==> src/rtl/cws_pkg.sv <==
`timescale 1ns / 1ps
`default_nettype none

package cws_pkg;

	localparam int unsigned WordWidth = 32;
	localparam int unsigned ByteWidth = 8;
	localparam int unsigned BytesPerWord = WordWidth / ByteWidth;
	localparam logic [WordWidth-1:0] CrcPoly = 32'h04C1_1DB7;
	localparam logic [WordWidth-1:0] CrcInit = '0;

	typedef struct packed {
		logic [WordWidth-1:0] data_word;
		logic                 first_word;
		logic                 last_word;
	} cws_in_t;

	typedef struct packed {
		logic [WordWidth-1:0] crc_value;
		logic                 crc_final;
	} cws_out_t;

	// one byte, MSB first, unreflected
	function automatic logic [WordWidth-1:0] crc_byte(
		input logic [WordWidth-1:0] acc_in,
		input logic [ByteWidth-1:0] byte_in
	);
		logic [WordWidth-1:0] acc;
		acc = acc_in ^ {byte_in, {(WordWidth-ByteWidth){1'b0}}};
		for (int k = 0; k < ByteWidth; k++) begin
			if (acc[WordWidth-1]) begin
				acc = {acc[WordWidth-2:0], 1'b0} ^ CrcPoly;
			end else begin
				acc = {acc[WordWidth-2:0], 1'b0};
			end
		end
		return acc;
	endfunction

endpackage

`default_nettype wire

==> src/rtl/crc32_word_stream.sv <==
// Running CRC-32 (poly 04C11DB7, MSB first, init zero, no final xor) over
// a stream of 32-bit words, each word taken as four bytes, low byte first.
// Input channel: data_valid / data_stall / data. A beat carries one word,
// a first flag that restarts the CRC from zero and a last flag.
// Output channel: result_valid / result_stall / result. One beat per input
// beat: the CRC after that word, and the last flag echoed as crc_final.
// The last flag does not clear the CRC; only a first flag does.
// A word taken into the input register passes through the four-byte xor
// network into the result register. Throughput: one word per clock while
// the result is not stalled.
// Reset: both stages empty, CRC accumulator zero.
// Stall: a stalled result holds. The input register still takes one more
// word, after which data_stall follows result_stall in the same cycle.
`timescale 1ns / 1ps
`default_nettype none

module crc32_word_stream (
	input  wire logic             clk,
	input  wire logic             arst_n,
	input  wire logic             data_valid,
	output logic                  data_stall,
	input  wire cws_pkg::cws_in_t data,
	output logic                  result_valid,
	input  wire logic             result_stall,
	output cws_pkg::cws_out_t     result
);

	logic                          valid_s1;
	cws_pkg::cws_in_t              item_s1;
	logic                          valid_s2;
	cws_pkg::cws_out_t             item_s2;
	logic [cws_pkg::WordWidth-1:0] acc_q;
	logic [cws_pkg::WordWidth-1:0] acc_next;
	logic                          adv_s2;
	logic                          move_s1;

	assign adv_s2     = !valid_s2 || !result_stall;
	assign move_s1    = valid_s1 && adv_s2;
	assign data_stall = valid_s1 && !adv_s2;

	cws_update u_update (
		.acc        (acc_q),
		.data_word  (item_s1.data_word),
		.first_word (item_s1.first_word),
		.acc_next   (acc_next)
	);

	always_ff @(posedge clk or negedge arst_n) begin
		if (!arst_n) begin
			valid_s1 <= 1'b0;
			valid_s2 <= 1'b0;
			acc_q    <= cws_pkg::CrcInit;
		end else begin
			if (!data_stall) begin
				valid_s1 <= data_valid;
			end
			if (adv_s2) begin
				valid_s2 <= valid_s1;
			end
			if (move_s1) begin
				acc_q <= acc_next;
			end
		end
	end

	always_ff @(posedge clk) begin
		if (!data_stall && data_valid) begin
			item_s1 <= data;
		end
		if (move_s1) begin
			item_s2.crc_value <= acc_next;
			item_s2.crc_final <= item_s1.last_word;
		end
	end

	assign result_valid = valid_s2;
	assign result       = item_s2;

	a_stall_needs_item: assert property (@(posedge clk) disable iff (!arst_n)
		data_stall |-> valid_s1 && valid_s2 && result_stall)
		else $error("input stalled without a full pipe");

	a_move_fills_out: assert property (@(posedge clk) disable iff (!arst_n)
		move_s1 |=> valid_s2)
		else $error("word left stage 1 but no result appeared");

	a_acc_matches_out: assert property (@(posedge clk) disable iff (!arst_n)
		valid_s2 |-> acc_q == item_s2.crc_value)
		else $error("accumulator and pending result disagree");

	a_acc_holds: assert property (@(posedge clk) disable iff (!arst_n)
		!move_s1 |=> $stable(acc_q))
		else $error("accumulator changed without a word");

endmodule

`default_nettype wire

==> src/rtl/cws_update.sv <==
`timescale 1ns / 1ps
`default_nettype none

module cws_update (
	input  wire logic [cws_pkg::WordWidth-1:0] acc,
	input  wire logic [cws_pkg::WordWidth-1:0] data_word,
	input  wire logic                          first_word,
	output logic      [cws_pkg::WordWidth-1:0] acc_next
);

	logic [cws_pkg::WordWidth-1:0] seed;
	logic [cws_pkg::WordWidth-1:0] b0, b1, b2;

	// bytes absorbed low byte first
	assign seed     = first_word ? cws_pkg::CrcInit : acc;
	assign b0       = cws_pkg::crc_byte(seed, data_word[7:0]);
	assign b1       = cws_pkg::crc_byte(b0, data_word[15:8]);
	assign b2       = cws_pkg::crc_byte(b1, data_word[23:16]);
	assign acc_next = cws_pkg::crc_byte(b2, data_word[31:24]);

endmodule

`default_nettype wire

==> config.mk <==
export PLATFORM = sky130hd
export DESIGN_NAME = crc32_word_stream
export DESIGN_NICKNAME = d
export VERILOG_FILES = /design/src/rtl/cws_pkg.sv /design/src/rtl/crc32_word_stream.sv /design/src/rtl/cws_update.sv
export SDC_FILE = /design/constraint.sdc
export NUM_CORES = 1
export LEC_CHECK = 0
export BUFFER_PORTS_ARGS = -buffer_cell sky130_fd_sc_hd__buf_2
export CORE_MARGIN = 10
export CORE_UTILIZATION = 45
export DETAILED_ROUTE_END_ITERATION = 8
export PLACE_DENSITY = 0.76
export SLEW_MARGIN = 20
export SYNTH_ARGS = -nofsm -noshare
export SYNTH_HDL_FRONTEND = slang
export SYNTH_SLANG_ARGS = --single-unit
export TNS_END_PERCENT = 10
==> constraint.sdc <==
create_clock -name clk -period 4.81 [get_ports clk]
set_input_delay 0.2405 -clock clk [delete_from_list [all_inputs] [get_ports clk]]
set_output_delay 0.2405 -clock clk [all_outputs]
set_load 0.01 [all_outputs]
==> run metrics, run 1 <==
max-slew violation count 0; grt total ovfl 0; Least-Margin Pin Slew 0.930 ns; number of synthesized flops with an enable pin 67; Slew HR between 30% and 40%; crit-path max FO 12; Top FF cell, synth edfxtp_1; pre-CTS setup slack around 0.42 ns; clk buf depth 2; Yosys reg bits between 100 and 150; Worst-path clk slew 0.07 ns; CTS tree yes; hold buffers post-CTS 0; share of cells above drive strength 1 27.7%; synthesized instance count 495; Startpoint Class flip-flop; vias per inst about 4.8; clock root buffer clkbuf_16; Syn-to-layout area delta 14.1%; crit path from item_s1[1]; Fmax around 0.23 GHz; Detailed Routing Iterations Pass 1 4; IO Pins 73; dominant cell type by area after synthesis edfxtp_1; Final min period 4.43 ns; syn avg cell area 14.2 um^2; vias in the first global route 4273; WS Path Type reg -> reg; # DRC 0; ANT cells 0; post-synth top area share between 20 and 30%; max cap viols 0; Worst EP arrival 4.69 ns; WP data required 5.06 ns; Final WS setup 0.377 ns; Hold WC Path Type in -> async; post-CTS resize count 0; IO buf count 72; FFs w/ async S/R, synth between 30% and 40%; DRT iter0 DRCs 193; Final Hold Viols 22; failing checks negative hold slack; Die H 145 um; Post-DP HPWL 13300 um; starting density of the core 46.0%; Setup crit end acc_q[13]; GPL Wtd Cong 0.916; cell with the most instances after synthesis xnor2_1; crit share post-route 92.2%; depth of the worst register-to-register path 10; TritonCTS Sinks 101; initial antenna violation count 0; first-pass GRT wire length 25800 um; Final Setup Violations 0; Die Width 145 um; Setup Skew 0.0118 ns; top post-synthesis cells by area edfxtp_1 (29%), xnor2_1 (21%), xnor3_1 (13%), dfrtp_1 (12%), xor2_1 (6.5%); Skew-Pair Late Insertion Delay 0.37 ns; synth unique cells 26; worst reg2reg path endpoint acc_q[13]; post-synthesis sequential area ratio 40.8%; Routed Antenna Nets 0; gr usage total around 16%; Die ar. 0.0210 mm^2; drt total wl 16700 um; row count 45; syn_nets 533; unrepaired setup endpoints after global routing false; Ys Warns 0; nature of the critical path endpoint flip-flop; Worst R2R Setup Slack 0.38 ns; fillers about 1300; drt wl/cell 21.0 um; final setup TNS 0 ns; synth cell count leaders xnor2_1 (166), edfxtp_1 (67), xor2_1 (52); final net count 617; Cell Area, Synth 0.00702 mm^2; WHS -0.0319 ns; core box area 0.0153 mm^2; dpl cell area 0.00769 mm^2; outcome complete, but fails checks; pin count of the biggest net entering global routing 45; postcts setup bufs 0; Final Instance Area 0.00801 mm^2; number of H-tree levels 3; TritonCTS Buffers 9; FF-to-FF Start item_s1[1]; total number of vias approximately 3800
[worst min-delay path by stage]
stage	to	startpoint	cells after the start
after CTS	acc_q[26]	arst_n	1
after floorplan	acc_q[0]	arst_n	0
after detailed placement	result[0]	item_s1[0]	0
after global placement	acc_q[28]	arst_n	1
final	acc_q[28]	arst_n	1
after global routing	item_s1[8]	data[8]	1
[area by class of cell]
type	count	area (um^2)	area share (%)
Timing Repair Buffer	87	473	5.90
Tap cell	211	264	3.29
Inverter	6	22.5	0.281
Multi-Input combinational cell	374	4070	50.8
Clock buffer	10	250	3.12
Clock inverter	6	72.6	0.906
Sequential cell	101	2860	35.7
[metrics by stage]
step	cells	hold WS (ns)	util [%]
finish	795	-0.0319	52.5
global route	795	0.0284	52.5
CTS	795	0.0265	52.5
detailed placement	779	0.405	50.4
global placement	779	0.398	50.4
floorplan	495	-0.0551	-
[logic make-up (layout without fill, tap and decap cells)]
logic type / after synthesis / in the layout / share of synthesized area (%)
xor+xnor: 292 / 292 / 50.0
flops: 101 / 101 / 40.8
simple gates: 52 / 52 / 3.44
mux: 26 / 26 / 4.17
buf+inv: 20 / 109 / 1.35
compound gates: 4 / 4 / 0.285
[critical path: stages (launching register included)]
cell,delay (ns)
edfxtp_1,0.61
buf_4,0.25
nor2b_1,0.08
xnor2_1,0.51
xor3_2,0.46
xnor3_1,0.47
xnor3_2,0.55
xnor2_4,0.35
xnor3_1,0.53
xor2_1,0.22
mux2_2,0.28
[per-layer routing]
layer / part of all wire, % / wire length [um] / track usage, %
met1: 44 / 7390 / 20.7
met2: 49 / 8170 / 26.4
met3: 5.1 / 848 / 4.32
met4: 1.8 / 306 / 5.01
met5: 0 / 0 / 0
[flip-flops by register name, summed over array words and instances, names as in the netlist]
signal / flops
result_valid: 1
acc_q: 32
item_s1: 34
result: 33
valid_s1: 1
[cell usage in the layout, fill, tap and decap left out, drive strengths merged]
cell type	netlist	final
and2	1	1
buf	11	87
bufinv	0	1
clkbuf	3	10
clkinvlp	0	1
dfrtp	34	34
edfxtp	67	67
inv	6	10
mux2	26	26
nand2	12	12
nand2b	4	4
nand3	1	1
nor2	24	24
nor2b	10	10
o21ai	4	4
xnor2	180	180
xnor3	49	49
xor2	57	57
xor3	6	6
Power of run 1 is left out: the tool's default activity adds up to more than one toggle a clock period on the data nets, which glitch-free logic cannot reach.
==> run 2: changes to the inputs <==
Settings changed: BUFFER_PORTS_ARGS -buffer_cell sky130_fd_sc_hd__buf_2 to -buffer_cell sky130_fd_sc_hd__buf_4.
==> run 2 against run 1 <==
The flow now finishes without violations. First-iteration DRC count fell by 8.8%. Clock skew rose by 0.0012 ns. Non-clock buffer count fell by 5. Critical path depth rose by 1. Global-route usage fell by 0.21 points. Critical endpoint unchanged. Largest cell class unchanged. Highest routed layer unchanged.
==> run metrics, run 2 (same netlist as run 1, synthesis figures left out) <==
vias in the first global route 4184 (-2.1%); outcome complete, no violations; Worst EP arrival 4.77 ns (+0.08 ns); final setup TNS 0 ns (unchanged); Fmax 0.221 GHz (-1.9%); nature of the critical path endpoint flip-flop; Post-DP HPWL 13400 um (+0.74%); max-slew violation count 0 (unchanged); Final Setup Violations 0 (unchanged); crit path cell chain buf_4 -> nor2b_1 -> xnor2_1 -> xnor3_2 -> xnor2_2 -> xnor3_1 -> xnor3_2 -> xnor2_1 -> xnor3_1 -> xor2_1 -> mux2_2; CP max stage cell xnor3_2; IO buf count 72 (unchanged); drt total wl 16800 um (+0.66%); initial antenna violation count 0 (unchanged); gr usage total 16.0% (-0.21 points); unrepaired setup endpoints after global routing false; DRT iter0 DRCs 176 (-8.8%); CTS tree yes; core box area 0.0153 mm^2 (unchanged); total number of vias 3824 (+0.74%); clock root buffer clkbuf_16; TritonCTS Buffers 9 (unchanged); Skew-Pair Late Insertion Delay 0.37 ns (about the same); delay-heaviest family, CP XOR/XNOR gates; Die H 145 um (unchanged); number of H-tree levels 3 (unchanged); post-CTS resize count 0 (unchanged); Startpoint Class flip-flop; Setup Skew 0.0130 ns (+0.00115 ns); first-pass GRT wire length 25500 um (-1.0%); Die ar. 0.0210 mm^2 (unchanged); max cap viols 0 (unchanged); drt wl/cell 21.3 um (+1.3%); CP Buf/Inv Count 1 (unchanged); fillers 1323 (+1.2%); WS Path Type reg -> reg; grt total ovfl 0 (unchanged); Multi-input gate area 0.00407 mm^2 (unchanged); # DRC 0 (unchanged); WP data required 5.06 ns (about the same); met2 WL post-DR 8150 um (-0.18%); IO Pins 73 (unchanged); crit-path max FO 24 (+12); vias per inst 4.84 (+1.4%); met3 routed WL 762 um (-10%); TritonCTS Sinks 101 (unchanged); most frequent cells in the layout xnor2_1 (166), buf_4 (81), edfxtp_1 (67); metal1 wirelength 7600 um (+2.9%); pin count of the biggest net entering global routing 36 (-20%); Die Width 145 um (unchanged); storage element area 0.00286 mm^2 (unchanged); GPL Wtd Cong 0.927 (+1.2%); ANT cells 0 (unchanged); CP peak stage delay 0.56 ns (-0.05 ns); Worst-path clk slew 0.07 ns (about the same); Detailed Routing Iterations Pass 1 4 (unchanged); commonest non-fill, non-tap cell in the layout xnor2_1; Routed Antenna Nets 0 (unchanged); final net count 612 (-0.81%); Slew HR 45.3% (+7.4 points); Hold WC Path Type in -> reg; Syn-to-layout area delta 15.6%; max reg flops 34 (unchanged); row count 45 (unchanged); Most flops, register item_s1; starting density of the core 46.0% (unchanged); Least-Margin Pin Slew 0.815 ns (-0.115 ns); Top Metal Used met4; Final min period 4.52 ns (+0.0849 ns); Final Hold Viols 0 (-100%); share of cells above drive strength 1 26.9% (-0.80 points); crit share post-route 93.9% (+1.8 points); clk buf depth 2 (unchanged)
[run 2: worst paths after layout]
path,from,end,slack [ns],cells past startpoint
min,data[11],item_s1[11],0.05,1
max reg2reg,item_s1[1],acc_q[13],0.29,11
min reg2reg,item_s1[0],result[0],0.44,0
max,item_s1[1],acc_q[13],0.29,11
min in group asynchronous,arst_n,acc_q[29],0.39,2
max in group asynchronous,arst_n,acc_q[17],4.06,2
[run 2: through the flow]
stage | std cells | utilization [%] | hold slack, ns | worst slack, ns | area [um^2]
6_report | 790 | 53.2 | 0.0483 | 0.292 | 8120
5_1_grt | 790 | 53.2 | 0.0359 | 0.194 | 8120
4_1_cts | 790 | 53.2 | 0.0367 | 0.339 | 8120
3_5_place_dp | 773 | 51.3 | 0.247 | 0.361 | 7830
3_3_place_gp | 773 | 51.3 | 0.254 | 0.384 | 7830
2_1_floorplan | 495 | - | -0.0551 | 0.951 | 7020
[run 2: timing repair]
item                      CTS  global route
hold buffers                1             0
setup buffers               0             0
hold endpoints to repair   34             0
[run 2: metal layers]
layer | up-vias | track usage, %
met5 | - | 0
met4 | 0 | 5.21
met3 | 20 | 3.48
met2 | 92 | 26.5
met1 | 1925 | 20.4
li1 | 1787 | -
[run 2: worst reg2reg max path, cell delays in order (launching register included)]
cell and delay (ns):
edfxtp_1 0.39, buf_4 0.23, nor2b_1 0.31, xnor2_1 0.21, xnor3_2 0.37, xnor2_2 0.39
xnor3_1 0.52, xnor3_2 0.56, xnor2_1 0.55, xnor3_1 0.45, xor2_1 0.17, mux2_2 0.27
[run 2: final cells by class]
| type | count | area share [%] |
|---|---|---|
| well taps | 211 | 3.25 |
| multi-input cells | 374 | 50.1 |
| clock buffers | 9 | 2.77 |
| flip-flops and latches | 101 | 35.2 |
| repair buffers | 82 | 7.61 |
| clock inverters | 7 | 0.770 |
| inverters | 6 | 0.277 |
Power of run 2 is left out for the same reason.
==> run 3: changes to the inputs <==
Clock period 4.81 ns to 5.84 ns, I/O delays scaled along.
==> run 3 against run 2 <==
Sequential share of layout area stayed put. Hold slack better by 0.053 ns. Sequential cell count unchanged. Largest cell class unchanged. Maximum frequency shrank 5.4%. Clock skew is 0.0033 ns lower. Wire length fell by 2.5%. Utilization unchanged. Via count shrank 1.6%. Critical path type unchanged.
==> run metrics, run 3 (same netlist as run 1, synthesis figures left out) <==
Die Width 145 um (unchanged); commonest non-fill, non-tap cell in the layout xnor2_1; IO buf count 72 (unchanged); Final Setup Violations 0 (unchanged); Startpoint Class flip-flop; Most flops, register item_s1; CP peak stage delay 0.75 ns (+0.19 ns); unrepaired setup endpoints after global routing false; final setup TNS 0 ns (unchanged); crit path cell chain buf_4 -> nor2b_1 -> xnor2_1 -> xnor3_2 -> xnor2_2 -> xnor3_1 -> xnor3_2 -> xnor2_1 -> xnor3_1 -> xor2_1 -> mux2_2; outcome complete, no violations; drt total wl 16400 um (-2.5%); storage element area 0.00286 mm^2 (unchanged); row count 45 (unchanged); grt total ovfl 0 (unchanged); Routed Antenna Nets 0 (unchanged); Detailed Routing Iterations Pass 1 4 (unchanged); WP data required 6.08 ns (+1.02 ns); most frequent cells in the layout xnor2_1 (166), buf_4 (75), edfxtp_1 (67); pin count of the biggest net entering global routing 53 (+47%); max-slew violation count 0 (unchanged); postcts setup bufs 0 (unchanged); drt wl/cell 20.9 um (-1.8%); gr usage total 15.8% (-0.23 points); share of cells above drive strength 1 26.0% (-0.94 points); first-pass GRT wire length 25200 um (-1.2%); clk buf depth 2 (unchanged); DRT iter0 DRCs 216 (+23%); TritonCTS Sinks 101 (unchanged); final net count 606 (-0.98%); IO Pins 73 (unchanged); total number of vias 3764 (-1.6%); crit share post-route 81.8% (-12 points); depth of the worst register-to-register path 11 (unchanged); Syn-to-layout area delta 15.6% (unchanged); crit-path max FO 19 (-21%); TritonCTS Buffers 9 (unchanged); CTS tree yes; WS Path Type reg -> reg; Worst-path clk slew 0.07 ns (about the same); max reg flops 34 (unchanged); fillers 1290 (-2.5%); Die H 145 um (unchanged); vias per inst 4.80 (-0.82%); hold depth 1 (unchanged); number of H-tree levels 3 (unchanged); Setup Skew 0.00965 ns (-0.00332 ns); vias in the first global route 4187 (+0.072%); Final Hold Viols 0 (unchanged); GPL Wtd Cong 0.992 (+7.1%); initial antenna violation count 0 (unchanged); clock root buffer clkbuf_16; Final min period 4.77 ns (+0.256 ns); Least-Margin Pin Slew 0.828 ns (+0.0126 ns); nature of the critical path endpoint flip-flop; Skew-Pair Late Insertion Delay 0.36 ns (about the same); Fmax 0.209 GHz (-5.4%); max cap viols 0 (unchanged); Die ar. 0.0210 mm^2 (unchanged); Post-DP HPWL 13200 um (-1.4%); CP max stage cell edfxtp_1; Multi-input gate area 0.00407 mm^2 (unchanged); starting density of the core 46.0% (unchanged); Worst EP arrival 5.02 ns (+0.25 ns); Slew HR 44.4% (-0.85 points); ANT cells 0 (unchanged); core box area 0.0153 mm^2 (unchanged); Hold WC Path Type in -> reg; # DRC 0 (unchanged)
-- run 3: layout make-up --
| type | count | area share (%) |
|---|---|---|
| clock buffer | 11 | 3.13 |
| clock inverter | 5 | 0.970 |
| inverter | 6 | 0.277 |
| multi-input combinational | 374 | 50.1 |
| sequential | 101 | 35.2 |
| tap | 211 | 3.25 |
| timing repair buffer | 76 | 7.05 |
-- run 3: final timing paths --
check,startpoint,to,slack (ns)
max,item_s1[1],acc_q[13],1.07
min,data[14],item_s1[14],0.10
max reg2reg,item_s1[1],acc_q[13],1.07
min reg2reg,item_s1[0],result[0],0.45
max in group asynchronous,arst_n,acc_q[0],5.05
min in group asynchronous,arst_n,acc_q[31],0.45
-- run 3: critical path: cells and delay by family, from the launching register on --
family	cells	cell delay, ns
xor gates and xnor gates	8	3.21
DFF	1	0.75
buffers and inverters	1	0.33
muxes	1	0.27
and+or+nand+nor	1	0.10
-- run 3: stage by stage --
stage / instances / util (%) / setup WS [ns] / instance area, um^2 / hold slack (ns)
floorplan: 495 / - / 1.98 / 7020 / -0.00359
global placement: 767 / 51.0 / 1.02 / 7780 / 0.285
detailed placement: 767 / 51.0 / 1.03 / 7780 / 0.288
CTS: 784 / 53.2 / 1.06 / 8120 / 0.0946
global route: 784 / 53.2 / 0.846 / 8120 / 0.0904
finish: 784 / 53.2 / 1.07 / 8120 / 0.101
-- run 3: what timing repair did --
action	4_1_cts	5_1_grt
hold endpoints to repair	34	0
setup endpoints to repair	0	0
gates resized for setup	0	0
hold buffers	1	0
-- run 3: metal layers --
metal,vias to the layer above,track usage (%),routed length (um)
met5,-,0,0
met4,0,4.75,282
met3,23,3.97,819
met2,87,26.2,8160
met1,1878,19.9,7150
li1,1776,-,-
Power of run 3 is left out for the same reason.
